### src/rse_pkg.sv
// Shared types and constants for the ribbon strip expander.
// No dependencies.
package rse_pkg;

    localparam int MAX_VERTICES = 32768;
    localparam int COUNT_CAP    = (MAX_VERTICES < 65535) ? MAX_VERTICES : 65535;
    localparam int CNT_W        = 16;
    localparam int QUEUE_DEPTH  = 2;

    // one job for the back end: expand vertex p with tangent (nxt - prv)
    typedef struct packed {
        logic signed [31:0] px;
        logic signed [31:0] py;
        logic signed [31:0] pz;
        logic signed [32:0] dx;
        logic signed [32:0] dy;
        logic signed [32:0] dz;
        logic        [31:0] width;
        logic        [31:0] u;
        logic               last;
        logic        [15:0] tri_cnt;
    } t_job;

endpackage

### src/rse_queue.sv
// Short job queue between the front and back ends.
// Depends on rse_pkg.
module rse_queue
    import rse_pkg::*;
(
    input  logic i_clk,
    input  logic i_rst_n,
    input  logic i_valid,
    output logic o_ready,
    input  t_job i_job,
    output logic o_valid,
    input  logic i_ready,
    output t_job o_job
);

    t_job r_mem [QUEUE_DEPTH];
    logic r_wp, r_rp;
    logic [1:0] r_n;
    logic wr, rd;

    assign o_ready = r_n != 2'(QUEUE_DEPTH);
    assign o_valid = r_n != 2'd0;
    assign o_job = r_mem[r_rp];
    assign wr = i_valid && o_ready;
    assign rd = o_valid && i_ready;

    always_ff @(posedge i_clk) begin
        if (wr) r_mem[r_wp] <= i_job;
        if (!i_rst_n) begin
            r_wp <= 1'b0;
            r_rp <= 1'b0;
            r_n <= '0;
        end else begin
            if (wr) r_wp <= ~r_wp;
            if (rd) r_rp <= ~r_rp;
            r_n <= r_n + 2'(wr) - 2'(rd);
        end
    end

endmodule

### config.mk
export PLATFORM = sky130hd
export DESIGN_NAME = rse_queue
export DESIGN_NICKNAME = d
export VERILOG_FILES = /design/src/rse_pkg.sv /design/src/rse_queue.sv
export SDC_FILE = /design/constraint.sdc
export NUM_CORES = 1
export LEC_CHECK = 0
export ABC_AREA = 1
export BUFFER_PORTS_ARGS = -buffer_cell sky130_fd_sc_hd__buf_2
export CORE_ASPECT_RATIO = 0.8
export CORE_UTILIZATION = 35
export CTS_CLUSTER_SIZE = 20
export DETAILED_ROUTE_END_ITERATION = 10
export GPL_TIMING_DRIVEN = 1
export PLACE_DENSITY_LB_ADDON = 0.25
export SLEW_MARGIN = 20
export SYNTH_ARGS = -nofsm -noshare
export SYNTH_HDL_FRONTEND = slang
export SYNTH_SLANG_ARGS = --single-unit
export TNS_END_PERCENT = 20
### constraint.sdc
create_clock -name i_clk -period 14.9 [get_ports i_clk]
set_input_delay 2.235 -clock i_clk [delete_from_list [all_inputs] [get_ports i_clk]]
set_output_delay 2.235 -clock i_clk [all_outputs]
set_load 0.01 [all_outputs]
==> impl_metrics.toml, run 1 <==
[status]
result_of_the_run = "finished, final reports clean"

[routing]
routed_length_per_placed_instance_um = 19.4
detail_route.vias_per_cell = 4.40
route.antenna.remaining_nets = 0
drt_pass1_iterations = 4
dr_total_vias = 10200
number_of_violations_reported_at_the_end_of_detailed_routing_iteration_0 = 534
remaining_routing_drc_violations = 0
routed_wirelength_mm = 45.0

[layout]
layout.cells.most_common = "sky130_fd_sc_hd__buf_2"
final_nets = 1773
final_layout_size_suffix_gt1_frac = 0.601
layout_common_cells = "557 x sky130_fd_sc_hd__buf_2, 552 x sky130_fd_sc_hd__edfxtp_1, 240 x sky130_fd_sc_hd__mux2_4, 57 x sky130_fd_sc_hd__clkbuf_16, 36 x sky130_fd_sc_hd__mux2_2"
fillers = 5250
final_core_utilization = 0.443
syn_to_final_growth_pct = 24.8

[timing]
final_period_minus_worst_setup_slack_ps = 6530
max_slew_margin = 0.344
final_report_hold_violation_count = 0
setup_viol = 0
slew_viol_final = 0
grt_setup_unrepaired = "no"
summed_negative_setup_slack_over_all_endpoints_ps = 0
clock_skews_ps = 19.8
fmaxAchievable_mhz = 153
max_slew.worst_pin.slew_ps = 984
min_period_over_period = 0.438

[clock_network]
path_clk_slew_ps = 60
cts_max_path_buffers = 3
post_cts.resized_instances = 0
deepest_level_of_the_cts_h_tree = 2
clk-insertion-delay-late_ps = 590
tritoncts = "built"
clock-sinks = 557
cts_root_buf = "sky130_fd_sc_hd__clkbuf_16"
post_cts_hold_buffer_count = 0
cts.repair_timing.setup_buffer_count = 0
cts-buffers-inserted = 56

[grt]
largest_net_degree_at_the_start_of_global_routing = 101
global_route.overflow_total = 0
grt_antenna_before_repair = 11
gr-usage-all-layers = 0.141
grt_pass1_vias = 10900
grt_first_pass_wirelength_mm = 65.8

[placement]
io_buffer_count = 557
detailed_place_hpwl_mm = 31.2
gpl.final_weighted_congestion = 0.759

[logic_synthesis]
area_of_the_mapped_netlist_mm2 = 0.0212
postSynthRegisterBits = 557
synth_seq_area_share = 0.788
syn_avg_cell_area_um2 = 23.6
yosysUniqueCellTypes = 12
synth_cells = 895
synth_nets = 1177
yosysWarningCount = 0

[power_and_ir_drop]
vdd.ir_drop.worst_uv = 153
cell_internal_pwr_mw = 3.25
net-switching-power_mw = 1.19
total_leakage_power_nw = 10.2
power_switching_share = 0.267
pwr-share-comb = 0.244
pwr_density_mw_per_mm2 = 168
seq_power_share = 0.463
clock_power_share = 0.293

[floorplanning]
die_height_um = 222
ios = 558
die_width_um = 277
start_util = 0.355
core.rowCount = 80
core_mm2 = 0.0597
die-area_mm2 = 0.0614

[hold_path]
hold_path.startpoint = "r_rp"
timing.hold.worst.class = "reg2reg"

[critical_path]
timing.critical_path.arrival_ps = 4300
critical_path.endpoint_type = "output pin"
timing_worst_setup_path_type = "reg2out"
data_required_time_at_the_worst_endpoint_ps = 12660
regToRegStartpoint = "r_n[0]"
critical_path_peak_fanout = 56
start_kind = "flop"

[flow_run]
max_cap_violations = 0
-- power by group through the flow --
stage,Sequential [mW],Combinational (mW),Clock [mW]
detailed placement,2.09,1.10,0
finish,2.06,1.08,1.30
CTS,2.06,1.11,1.35
global placement,2.08,1.10,0
floorplan,2.14,0.751,0
global route,2.07,1.16,1.40
-- metal layers --
layer  routed length [um]  track usage  vias to the layer above
met2                23200        0.252                      324
met3                 3750       0.0549                       85
met5                   82            0                        -
li1                     -            -                     4754
met1                16900        0.155                     5015
met4                  983       0.0412                       12
-- kinds of logic after synthesis --
| logic type | share of synthesized area |
|---|---|
| flip-flops | 0.788 |
| adder cells (fa/ha/maj) | 0.00118 |
| buffers and inverters | 0.0169 |
| multiplexers | 0.189 |
| AND/OR/NAND/NOR | 0.00373 |
| AO/OA/AOI/OAI | 0.000473 |
-- layout make-up --
cell class	count	area [um^2]	share of cell area
multi-input cells	300	4130	0.156
inverters	7	33.8	0.00128
repair buffers	569	2890	0.109
clock inverters	23	155	0.00588
diodes	5	12.5	0.000474
well taps	779	975	0.0369
clock buffers	77	1530	0.0580
flip-flops and latches	557	16700	0.632
-- critical path: stages, from the launching register on --
cell and delay (ps):
sky130_fd_sc_hd__dfxtp_4 790, sky130_fd_sc_hd__buf_4 740, sky130_fd_sc_hd__buf_4 680, sky130_fd_sc_hd__buf_4 870, sky130_fd_sc_hd__mux2_4 360, sky130_fd_sc_hd__buf_2 140
-- synthesized netlist by cell type --
master	number	area share
sky130_fd_sc_hd__nand2_1	9	0.0016
sky130_fd_sc_hd__inv_1	7	0.0012
sky130_fd_sc_hd__mux2_4	240	0.17
sky130_fd_sc_hd__dfxtp_1	5	0.0047
sky130_fd_sc_hd__nor2_1	8	0.0014
sky130_fd_sc_hd__buf_2	3	0.00071
sky130_fd_sc_hd__buf_6	28	0.015
sky130_fd_sc_hd__edfxtp_1	552	0.78
sky130_fd_sc_hd__mux2_2	36	0.019
sky130_fd_sc_hd__nand3_1	3	0.00071
sky130_fd_sc_hd__ha_1	2	0.0012
sky130_fd_sc_hd__a21oi_1	2	0.00047
-- metrics by stage --
step | setup slack, ps | hold slack, ps | total power [mW] | cells | instance area (um^2)
floorplan | 245 | 467 | 2.89 | 895 | 21200
global placement | 8980 | 492 | 3.18 | 2212 | 24700
detailed placement | 8900 | 514 | 3.19 | 2212 | 24700
CTS | 8230 | 528 | 4.51 | 2312 | 26400
global route | 8110 | 568 | 4.63 | 2312 | 26400
finish | 8370 | 534 | 4.44 | 2317 | 26400
-- state kept, by name (all words and copies together), names as in the netlist, named ones only --
name	cells
r_n	2
r_mem	552
r_wp	1
r_rp	1
-- final timing paths --
path / end / slack, ps / depth (start not counted)
hold reg to reg: r_rp / 530 / 2
setup / recovery: o_job[43] / 8370 / 5
setup reg to reg: r_mem[1][37] / 11430 / 6
hold / removal: r_rp / 530 / 2
(Power assumes the default switching activity.)
==> inputs of run 2 (changes only) <==
clock period = 5.8 ns   (was 14.9 ns; I/O delays follow)
==> run 2 against run 1 <==
Sequential power rose to 2.6 times the previous value. Worst hold slack got worse by 77 ps. Wire length fell by 0.89%. Clock skew rose by 9.2 ps. Largest cell class unchanged.
==> impl_metrics.toml, run 2 (same netlist as run 1, synthesis figures left out) <==
[clock_network]
cts_max_path_buffers = 3
clock-sinks = 557
post_cts.resized_instances = 0
deepest_level_of_the_cts_h_tree = 2
clk-insertion-delay-late_ps = 600
path_clk_slew_ps = 60
tritoncts = "built"
cts-buffers-inserted = 56
cts.repair_timing.setup_buffer_count = 0
post_cts_hold_buffer_count = 0
cts_root_buf = "sky130_fd_sc_hd__clkbuf_16"

[layout]
final_nets = 1775
regMostFlops = "r_mem"
final_layout_size_suffix_gt1_frac = 0.602
layout.cells.most_common = "sky130_fd_sc_hd__buf_2"
syn_to_final_growth_pct = 25.4
largest_register_ffs = 552
reg_top3 = "r_mem (552), r_n (2)"
postLayoutCellArea_mm2 = 0.0265
layout_common_cells = "557 x sky130_fd_sc_hd__buf_2, 552 x sky130_fd_sc_hd__edfxtp_1, 240 x sky130_fd_sc_hd__mux2_4, 56 x sky130_fd_sc_hd__clkbuf_16, 36 x sky130_fd_sc_hd__mux2_2"

[critical_path]
timing_worst_setup_path_type = "reg2out"
crit_path_top_delay_cell = "sky130_fd_sc_hd__dfxtp_4"
data_required_time_at_the_worst_endpoint_ps = 4930
critical_path.endpoint_type = "output pin"
critical_path.top_delay_family = "flip-flops"
regToRegStartpoint = "r_n[0]"
path_cells = "buf_12 -> mux2_2 -> buf_2"
critical_path.max_stage_delay_ps = 900
timing.critical_path.arrival_ps = 2770
timing.rr.end = "r_mem[1][128]"
start_kind = "flop"
timing.reg2reg.worst_path_depth = 5
critical_path_peak_fanout = 84
rrSetupSlack_ps = 3200
worstPathBufferInverterCount = 2

[power_and_ir_drop]
power_switching_share = 0.264
pwr_density_mw_per_mm2 = 436
seq_power_share = 0.456
total_leakage_power_nw = 10.3
pwr-share-comb = 0.243
vdd.ir_drop.worst_uv = 304
net-switching-power_mw = 3.05
cell_internal_pwr_mw = 8.51
clock_power_share = 0.301

[routing]
routed_wirelength_mm = 44.6
detail_route.vias_per_cell = 4.46
remaining_routing_drc_violations = 0
drt_pass1_iterations = 4
dr_total_vias = 10300
routed_length_per_placed_instance_um = 19.2
number_of_violations_reported_at_the_end_of_detailed_routing_iteration_0 = 472
route.antenna.remaining_nets = 0

[floorplanning]
die_height_um = 222
core.rowCount = 80
core_mm2 = 0.0597
die_width_um = 277
ios = 558
start_util = 0.355
die-area_mm2 = 0.0614

[timing]
final_report_hold_violation_count = 0
summed_negative_setup_slack_over_all_endpoints_ps = 0
min_period_over_period = 0.628
max_slew.worst_pin.slew_ps = 1060
final_period_minus_worst_setup_slack_ps = 3640
clock_skews_ps = 29.0
setup_viol = 0
max_slew_margin = 0.292
grt_setup_unrepaired = "no"
fmaxAchievable_mhz = 275
fin_hold_ws_ps = 457
slew_viol_final = 0

[grt]
grt_pass1_vias = 10800
largest_net_degree_at_the_start_of_global_routing = 123
global_route.overflow_total = 0
gr-usage-all-layers = 0.140
grt_first_pass_wirelength_mm = 65.5
grt_antenna_before_repair = 12

[status]
result_of_the_run = "finished, final reports clean"

[hold_path]
timing.hold.worst.class = "in2reg"
min_delay_worst_endpoint = "r_mem[1][225]"
hold_path.startpoint = "i_job[225]"
hold_depth = 1

[placement]
gpl.final_weighted_congestion = 0.750
io_buffer_count = 557
detailed_place.area_mm2 = 0.0248
detailed_place_hpwl_mm = 29.8

[flow_run]
max_cap_violations = 0
==> run 2: changes by cell type in the layout (fill, tap and decap cells not counted), moves of 2 or more <==
cell                        previous run  this run
sky130_fd_sc_hd__clkinv_4              2         0
sky130_fd_sc_hd__bufinv_16             1         6
sky130_fd_sc_hd__buf_12                1         4
sky130_fd_sc_hd__clkbuf_1             17        13
sky130_fd_sc_hd__clkbuf_8              3         0
sky130_fd_sc_hd__diode_2               5         3
sky130_fd_sc_hd__clkinv_1              9        12
==> run 2: through the flow <==
stage | cells | setup slack (ps) | power [mW] | utilization
after global routing | 2313 | 2010 | 12.0 | 0.444
final | 2315 | 2160 | 11.6 | 0.445
after detailed placement | 2214 | 2770 | 8.22 | 0.415
after global placement | 2214 | 2760 | 8.19 | 0.415
after CTS | 2312 | 2100 | 11.7 | 0.444
after floorplan | 895 | -1120 | 7.31 | -
==> run 2: worst reg2reg max path, stage by stage, from the launching register on <==
cell and delay [ps]:
sky130_fd_sc_hd__dfxtp_1 360, sky130_fd_sc_hd__inv_1 70, sky130_fd_sc_hd__nand2_1 130, sky130_fd_sc_hd__nand3_1 210, sky130_fd_sc_hd__inv_8 530, sky130_fd_sc_hd__buf_12 800
==> run 2: how the worst max path moves through the flow <==
stage,startpoint,endpoint,cells past startpoint
detailed placement,flop,o_job[1],3
CTS,flop,o_job[85],3
global placement,flop,o_job[4],3
global route,flop,o_job[275],3
floorplan,i_valid,r_mem[1][0],2
finish,flop,o_job[1],3
==> run 2: metal layers <==
layer  vias to the layer above  track usage  part of all wire
met5                         -            0            0.0021
met4                        14       0.0432             0.023
met3                        92       0.0525             0.082
met2                       351        0.242              0.51
met1                      5107        0.159              0.38
li1                       4771            -                 -
==> run 2: layout make-up <==
cell class | instances | area (um^2)
fill | 5243 | 33100
sequential | 557 | 16700
multi-input combinational | 300 | 4130
timing repair buffer | 571 | 2940
clock buffer | 69 | 1450
tap | 779 | 975
clock inverter | 29 | 300
inverter | 7 | 33.8
antenna | 3 | 7.51
==> run 2: power by group through the flow <==
stage	logic (mW)	registers, mW	clock network [mW]
after floorplan	1.93	5.38	0
after global placement	2.85	5.35	0
after detailed placement	2.85	5.37	0
after CTS	2.86	5.29	3.59
after global routing	2.99	5.33	3.73
final	2.81	5.28	3.48
