$ cat config.mk
export PLATFORM = sky130hd
export DESIGN_NAME = rse_front
export DESIGN_NICKNAME = d
export VERILOG_FILES = /design/src/rse_pkg.sv /design/src/rse_front.sv
export SDC_FILE = /design/constraint.sdc
export NUM_CORES = 1
export LEC_CHECK = 0
export BUFFER_PORTS_ARGS = -buffer_cell sky130_fd_sc_hd__buf_2
export CAP_MARGIN = 20
export CORE_AREA = 2 2 324 326
export CTS_CLUSTER_DIAMETER = 60
export DETAILED_ROUTE_END_ITERATION = 10
export DIE_AREA = 0 0 326 328
export GPL_TIMING_DRIVEN = 0
export SYNTH_ARGS = -nofsm -noshare
export SYNTH_HDL_FRONTEND = slang
export SYNTH_SLANG_ARGS = --single-unit
$ cat constraint.sdc
create_clock -name i_clk -period 19.2 [get_ports i_clk]
set_clock_uncertainty 0.05 [all_clocks]
set_input_delay 1.92 -clock i_clk [delete_from_list [all_inputs] [get_ports i_clk]]
set_output_delay 1.92 -clock i_clk [all_outputs]
set_load 0.005 [all_outputs]
$ cat src/rse_pkg.sv
// Shared types and constants for the ribbon strip expander.
// No dependencies.
package rse_pkg;

    localparam int MAX_VERTICES = 32768;
    localparam int COUNT_CAP    = (MAX_VERTICES < 65535) ? MAX_VERTICES : 65535;
    localparam int CNT_W        = 16;
    localparam int QUEUE_DEPTH  = 2;

    // one job for the back end: expand vertex p with tangent (nxt - prv)
    typedef struct packed {
        logic signed [31:0] px;
        logic signed [31:0] py;
        logic signed [31:0] pz;
        logic signed [32:0] dx;
        logic signed [32:0] dy;
        logic signed [32:0] dz;
        logic        [31:0] width;
        logic        [31:0] u;
        logic               last;
        logic        [15:0] tri_cnt;
    } t_job;

endpackage

$ cat src/rse_front.sv
// Front end: holds the run context and issues one expansion job per vertex of a run of two or more vertices.
// Depends on rse_pkg.
module rse_front
    import rse_pkg::*;
(
    input  logic        i_clk,
    input  logic        i_rst_n,
    input  logic        i_valid,
    output logic        o_ready,
    input  logic [31:0] i_x,
    input  logic [31:0] i_y,
    input  logic [31:0] i_z,
    input  logic [31:0] i_w,
    input  logic [31:0] i_u,
    input  logic        i_last,
    output logic        o_job_valid,
    input  logic        i_job_ready,
    output t_job        o_job
);

    localparam logic [1:0] ST_RUN  = 2'd0;
    localparam logic [1:0] ST_TAIL = 2'd1;

    logic [1:0]        r_state;
    logic signed [31:0] r_prv [3];
    logic signed [31:0] r_hld [3];
    logic [31:0]       r_hw, r_hu;
    logic              r_hv, r_hp;
    logic [CNT_W-1:0]  r_cnt;
    t_job              r_tail;
    logic              acc;
    logic [CNT_W-1:0]  cnt_inc;
    logic [CNT_W:0]    tri_w;
    logic signed [31:0] cur [3];
    logic signed [31:0] prv [3];

    assign cur[0] = i_x;
    assign cur[1] = i_y;
    assign cur[2] = i_z;
    assign o_ready = (r_state == ST_RUN) && (!r_hv || i_job_ready);
    assign acc = i_valid && o_ready;
    assign cnt_inc = (r_cnt < CNT_W'(COUNT_CAP)) ? r_cnt + 1'b1 : r_cnt;
    assign tri_w = ({1'b0, cnt_inc} - 1'b1) << 1;

    always_comb begin
        for (int i = 0; i < 3; i++) prv[i] = r_hp ? r_prv[i] : r_hld[i];
        if (r_state == ST_TAIL) begin
            o_job_valid = 1'b1;
            o_job = r_tail;
        end else begin
            o_job_valid = i_valid && r_hv;
            o_job.px = r_hld[0];
            o_job.py = r_hld[1];
            o_job.pz = r_hld[2];
            o_job.dx = 33'(cur[0]) - 33'(prv[0]);
            o_job.dy = 33'(cur[1]) - 33'(prv[1]);
            o_job.dz = 33'(cur[2]) - 33'(prv[2]);
            o_job.width = r_hw;
            o_job.u = r_hu;
            o_job.last = 1'b0;
            o_job.tri_cnt = '0;
        end
    end

    always_ff @(posedge i_clk) begin
        if (!i_rst_n) begin
            r_state <= ST_RUN;
            r_hv <= 1'b0;
            r_hp <= 1'b0;
            r_cnt <= '0;
        end else if (r_state == ST_TAIL) begin
            if (i_job_ready) r_state <= ST_RUN;
        end else if (acc) begin
            if (!r_hv) begin
                if (!i_last) begin
                    r_hv <= 1'b1;
                    r_hp <= 1'b0;
                    r_cnt <= CNT_W'(1);
                    for (int i = 0; i < 3; i++) r_hld[i] <= cur[i];
                    r_hw <= i_w;
                    r_hu <= i_u;
                end
            end else if (i_last) begin
                r_hv <= 1'b0;
                r_hp <= 1'b0;
                r_cnt <= '0;
                r_state <= ST_TAIL;
                r_tail.px <= cur[0];
                r_tail.py <= cur[1];
                r_tail.pz <= cur[2];
                r_tail.dx <= 33'(cur[0]) - 33'(r_hld[0]);
                r_tail.dy <= 33'(cur[1]) - 33'(r_hld[1]);
                r_tail.dz <= 33'(cur[2]) - 33'(r_hld[2]);
                r_tail.width <= i_w;
                r_tail.u <= i_u;
                r_tail.last <= 1'b1;
                r_tail.tri_cnt <= (tri_w > 17'd65534) ? 16'd65534 : tri_w[15:0];
            end else begin
                r_hp <= 1'b1;
                r_cnt <= cnt_inc;
                for (int i = 0; i < 3; i++) begin
                    r_prv[i] <= r_hld[i];
                    r_hld[i] <= cur[i];
                end
                r_hw <= i_w;
                r_hu <= i_u;
            end
        end
    end

endmodule

==> results of run 1 <==
-- per-stage QoR --
step / hold slack [ps] / worst slack, ps
finish: 416.3 / 11160
global route: 430.2 / 10800
CTS: 420.2 / 10960
detailed placement: 407.3 / 11520
global placement: 401.8 / -4187
floorplan: 399.2 / 4538
-- worst max-delay path: stages (launching register included) --
cell      delay, ps
dfxtp_1         300
clkbuf_1        390
buf_16          200
clkbuf_1        370
buf_8           220
mux2_2          350
ha_1            210
fa_1            400
nor2b_1         120
o21ai_0         120
a21boi_0        480
o31ai_1         220
a21o_1          220
a31o_2          280
o31ai_1         410
o31a_1          230
xnor2_1          70
o21ai_0         590
buf_2           240
-- area by class of cell --
class,count,area [um^2],area share
clock buffers,89,1972,0.05223
flip-flops and latches,549,16300,0.4316
diodes,7,17.52,0.0004639
well taps,1380,1727,0.04573
multi-input cells,1955,13530,0.3585
inverters,172,650.6,0.01723
repair buffers,466,2740,0.07257
plain buffers,92,364.1,0.009643
clock inverters,47,455.4,0.01206
-- flip-flops by register name, indices dropped and copies added, names as in the netlist --
| signal | count |
|---|---|
| r_tail | 274 |
| r_state | 1 |
| r_cnt | 16 |
| r_prv | 96 |
| r_hw | 32 |
| r_hp | 1 |
| r_hv | 1 |
| r_hu | 32 |
| r_hld | 96 |
-- cell families (layout without fill, tap and decap cells) --
kind of cell             Yosys count  count (layout)  synth area share
multiplexers                     169             169           0.05796
buffers and inverters            264             866           0.03268
AO/OA/AOI/OAI                    737             737            0.1473
adder cells (fa/ha/maj)          201             201           0.08305
flip-flops                       549             549            0.5287
other                              1               8         0.0001217
XOR/XNOR                         176             176           0.05001
AND/OR/NAND/NOR                  671             671            0.1002
-- metal layers --
metal,part of all wire,wire (um)
met5,0.00089,86
met2,0.48,45810
met3,0.062,5931
met1,0.44,42060
met4,0.025,2383
-- cell usage after synthesis, types with 4 or more instances --
| master | number | area [um^2] |
|---|---|---|
| buf_2 | 4 | 20.02 |
| a21o_1 | 89 | 668.1 |
| o31a_1 | 7 | 61.31 |
| nand2b_1 | 22 | 137.6 |
| nor3_1 | 27 | 135.1 |
| ha_1 | 195 | 2440 |
| edfxtp_1 | 530 | 15920 |
| or3_1 | 5 | 31.28 |
| xor2_1 | 59 | 516.8 |
| xnor2_1 | 117 | 1025 |
| nor2_1 | 112 | 420.4 |
| nand3_1 | 49 | 245.2 |
| o21ai_0 | 276 | 1381 |
| nand4_1 | 22 | 137.6 |
| o31ai_1 | 27 | 202.7 |
| nor2b_1 | 31 | 193.9 |
| fa_1 | 6 | 120.1 |
| a21oi_1 | 158 | 790.8 |
| clkbuf_1 | 82 | 307.8 |
| a31o_2 | 7 | 61.31 |
| and2_1 | 37 | 231.5 |
| or2_2 | 8 | 50.05 |
| buf_1 | 4 | 15.01 |
| and4_1 | 5 | 43.79 |
| nand2_1 | 311 | 1167 |
| inv_1 | 171 | 641.9 |
| a221oi_1 | 9 | 78.83 |
| nand3b_1 | 6 | 45.04 |
| o211ai_1 | 15 | 112.6 |
| o21ai_1 | 4 | 20.02 |
| mux2i_1 | 96 | 960.9 |
| a31oi_1 | 20 | 125.1 |
| o21a_1 | 24 | 180.2 |
| mux2_2 | 72 | 810.8 |
| a41oi_1 | 4 | 35.03 |
| o21bai_1 | 22 | 165.2 |
| a21boi_0 | 13 | 97.59 |
| dfxtp_1 | 19 | 380.4 |
| and3_1 | 23 | 143.9 |
| o2111ai_1 | 7 | 61.31 |
| a211oi_1 | 11 | 82.58 |
-- power by group through the flow --
stage               logic, mW  registers, mW  clock network [mW]
floorplan               0.274           1.37                   0
global placement        0.448           1.38                   0
detailed placement      0.458           1.37                   0
global route            0.506           1.35                1.45
CTS                     0.460           1.35                1.41
finish                  0.456           1.35                1.38
-- how the worst max path moves through the flow --
stage,to
global route,o_job[111]
CTS,o_job[111]
global placement,r_tail[230]
floorplan,r_tail[100]
finish,o_job[111]
detailed placement,o_job[111]
==> results.toml, run 1 <==
[cts]
cts_tree = "done"
post_cts_resized = 0
post-cts-setup-buffers = 0
htree_levels = 3
numClockSinks = 549
clk_path_buf_depth = 3
cts_root_buf = "clkbuf_16"
cts_made_buffers = 75
clk_latency_ps = 640
clkSlewWorstSetupHoldPaths_ps = 60
hold_buffers = 0

[finish]
final_common_cell = "edfxtp_1"
fin_cells = 4757
fin_area_um2 = 37760
area_delta_synth_final_pct = 22.49
fin_nets = 3677
post-route-util = 0.3659
nFillCells = 10190
final_cell_mix = "edfxtp_1 (530), buf_2 (445), nand2_1 (311), o21ai_0 (276), ha_1 (195)"
drive_gt1_frac = 0.2042

[synth]
synth-seq-cells = 549
ys_warn_count = 0
synth_area_um2 = 30820
ys.flop_type = "edfxtp_1"
synth-edff-count = 530
synth_cells = 2768
synth_nets = 3134
ys_types = 78
synth-async-reset-ratio = 0
ys_seq_area_frac = 0.5287
syn_avg_cell_area_um2 = 11.14

[pwr]
ir_worst_vdd_uv = 71.07
comb_power_share = 0.143
p_leak_nw = 14.55
p_per_area_nw_per_um2 = 84.30
p_clk_frac = 0.433
cellInternalPower_mw = 2.348
power.total_mw = 3.183
p_sw_mw = 0.8343
switching_share = 0.2621
pwr-share-seq = 0.423

[global_route]
grt_first_pass_wirelength_mm = 141.2
grt_start_max_net_pins = 64
grt_overflow = 0
grtUsageTotal = 0.1744
grt_use_met2 = 0.2938
busiest_layer = "met2"
grt_pass1_vias = 23040
grtUsageMet3 = 0.04312
antenna_found_initial = 23
grt_use_met1 = 0.2202

[sta]
drv_slew = 0
post-route-period-util = 0.4190
worst_slew_pin_slew_ps = 1061
timing.fmax_mhz = 124.3
finalSetupTns_ps = 0
relSlewSlack = 0.2853
hold_viol = 0
period_minus_slack_ps = 8045
setup_violations = 0
rsz0062_at_grt = "no"

[placed_design]
numPortBuffers = 441
dp_cells = 4614
hpwl_mm = 73.75
routabilityCongestion = 0.8851
dpl_cell_area_um2 = 35310

[setup_path]
worst-endpoint-required_ps = 17230
worst_r2r_endpoint = "r_tail[138]"
r2r_start = "r_state[0]"
arrival_ps = 6070
cp-end-kind = "primary output"
reg2reg_depth = 11
crit_type = "register to primary output"
ff2ff_setup_slack_ps = 14640
crit_start = "r_hp"
startpoint_type = "register"
cp_max_fo = 7

[worst_hold_path]
whs_path_depth = 0
hold_start = "r_hld[0][9]"
hold_end = "r_prv[0][9]"
min_path_type = "register to register"

[drt]
ant_nets = 0
wl_per_cell_um = 20.24
vias_per_cell = 4.896
drc_errors = 0
drt-pass1-iter-count = 8
vias = 23290
finalWirelength_mm = 96.27
drt_iter0_markers = 1369

[run_status]
status = "finished, final reports clean"

[die]
dieArea_um2 = 106900
fp.dieW_um = 326
rows = 118
die_y_um = 328
ioPinCount = 443
initial_core_util = 0.2987
core_area_um2 = 103200

[run]
drv_cap = 0
No activity file was read; power rests on OpenSTA's default activity.
==> inputs of run 2 (changes only) <==
- clock period: 19.2 -> 6.8 ns (I/O delays scaled with it)
==> run 2 against run 1 <==
Against the previous run: via count is 0.23% higher; sequential share of layout area is 0.13 points lower; clock power rose to 3.0 times the previous value; register-to-register slack worse by 12000 ps; first-iteration DRC count is 2.3% higher; routed wire length up 1.6%; non-clock buffer count shrank 5; hold slack worse by 240 ps; sequential power increased to 2.8 times the previous value; global-route usage grew 0.40 points; flip-flop and latch count did not move; die area did not move.
==> results.toml, run 2 (synthesized netlist as in run 1, its figures left out) <==
[finish]
final_common_cell = "edfxtp_1"
regMostFlops = "r_tail"
multiInputGateArea_um2 = 13530
fin_nets = 3673
reg_top3 = "r_tail (274), r_hld (96), r_prv (96)"
area_delta_synth_final_pct = 22.87
drive_gt1_frac = 0.2072
largest_reg_flops = 274
final_cell_mix = "edfxtp_1 (530), buf_2 (445), nand2_1 (311), o21ai_0 (275), ha_1 (195)"
fin_area_um2 = 37870
post-route-util = 0.3670
nFillCells = 10240
seq_area_um2 = 16300

[setup_path]
endpoint = "o_job[111]"
worst_r2r_endpoint = "r_tail[115]"
cp-end-kind = "primary output"
ff2ff_setup_slack_ps = 2270
startpoint_type = "register"
crit_start = "r_hp"
cp_max_fo = 10
worst-endpoint-required_ps = 6070
r2r_start = "r_state[0]"
crit_type = "register to primary output"
reg2reg_depth = 11
arrival_ps = 5670

[cts]
cts_tree = "done"
hold_buffers = 0
post-cts-setup-buffers = 0
cts_root_buf = "clkbuf_16"
clkSlewWorstSetupHoldPaths_ps = 60
htree_levels = 3
clk_latency_ps = 650
clk_path_buf_depth = 3
numClockSinks = 549
cts_made_buffers = 76

[global_route]
grt_pass1_vias = 23120
grt_start_max_net_pins = 60
grt_first_pass_wirelength_mm = 143.6
antenna_found_initial = 25
grt_overflow = 0
grtUsageTotal = 0.1783

[placed_design]
routabilityCongestion = 0.8746
numPortBuffers = 441
hpwl_mm = 74.75
dpl_cell_area_um2 = 35210
dp_slack_ps = 258.0

[sta]
timing.fmax_mhz = 156.2
post-route-period-util = 0.9413
fin_ws_ps = 399.1
finalSetupTns_ps = 0
drv_slew = 0
setup_violations = 0
period_minus_slack_ps = 6401
hold_viol = 0
relSlewSlack = 0.2318
worst_slew_pin_slew_ps = 1140
rsz0062_at_grt = "no"

[pwr]
ir_worst_vdd_uv = 197.2
p_per_area_nw_per_um2 = 245.5
power.total_mw = 9.299
p_leak_nw = 14.64

[die]
initial_core_util = 0.2987
fp.dieW_um = 326
rows = 118
ioPinCount = 443
die_y_um = 328
core_area_um2 = 103200
dieArea_um2 = 106900

[drt]
finalWirelength_mm = 97.81
wl_per_cell_um = 20.57
drt-pass1-iter-count = 5
drt_iter0_markers = 1400
vias = 23340
vias_per_cell = 4.908
ant_nets = 0
drc_errors = 0

[run_status]
status = "finished, final reports clean"

[worst_hold_path]
min_path_type = "input port to register"

[run]
drv_cap = 0
-- run 2: cell types whose count changed in the layout (fill, tap and decap cells not counted), sizes merged --
cell | before | now
clkinvlp | 7 | 2
buf | 476 | 472
bufinv | 6 | 10
clkinv | 24 | 28
clkbuf | 171 | 169
inv | 182 | 184
-- run 2: final cells by class --
type	count	share of cell area
well taps	1380	0.04559
repair buffers	462	0.06964
plain buffers	91	0.009547
multi-input cells	1955	0.3573
inverters	172	0.01718
flip-flops and latches	549	0.4303
clock buffers	88	0.05365
clock inverters	52	0.01629
diodes	7	0.0004625
-- run 2: worst max-delay path, cell delays in order, from the launching register on --
cell	delay (ps)
dfxtp_2	630
clkbuf_1	410
buf_8	210
mux2_2	350
ha_1	210
fa_1	420
nor2b_1	120
o21ai_0	120
a21boi_0	490
o31ai_1	230
a21o_1	220
a31o_2	280
o31ai_1	410
o31a_1	230
xnor2_1	80
o21ai_1	370
buf_2	220
-- run 2: per-stage QoR --
step | hold slack (ps) | std cells
after floorplan | 399.2 | 2768
after CTS | 118.1 | 4749
after global placement | 402.4 | 4589
final | 177.9 | 4756
after detailed placement | 410.4 | 4610
after global routing | 140.0 | 4751
-- run 2: worst min-delay path by stage --
stage	startpoint	end	slack, ps	cells after the start
5_1_grt	i_w[30]	r_tail[79]	140	1
3_3_place_gp	r_hld[0][14]	r_prv[0][14]	400	0
2_1_floorplan	r_hld[0][10]	r_prv[0][10]	400	0
6_report	i_w[16]	r_tail[65]	180	1
3_5_place_dp	r_hld[0][14]	r_prv[0][14]	410	0
4_1_cts	i_u[26]	r_hu[26]	120	1
-- run 2: metal layers --
metal  global-route usage  wire length [um]  vias to the layer above
met5                    0                96                        -
met4              0.06592              3062                       16
met3              0.04620              6741                      154
met2               0.2963             45940                      677
met1               0.2228             41970                    11180
li1                     -                 -                    11310
-- run 2: report_power, final --
part | switching, mW | internal, mW
combinational | 0.769 | 0.527
sequential | 0.0194 | 3.78
clock | 1.64 | 2.56
total | 2.43 | 6.87
-- run 2: timing repair --
item / CTS / global route
endpoints found under the setup margin: 8 / 1
gates resized for setup: 1 / 1
cloned: 0 / 0
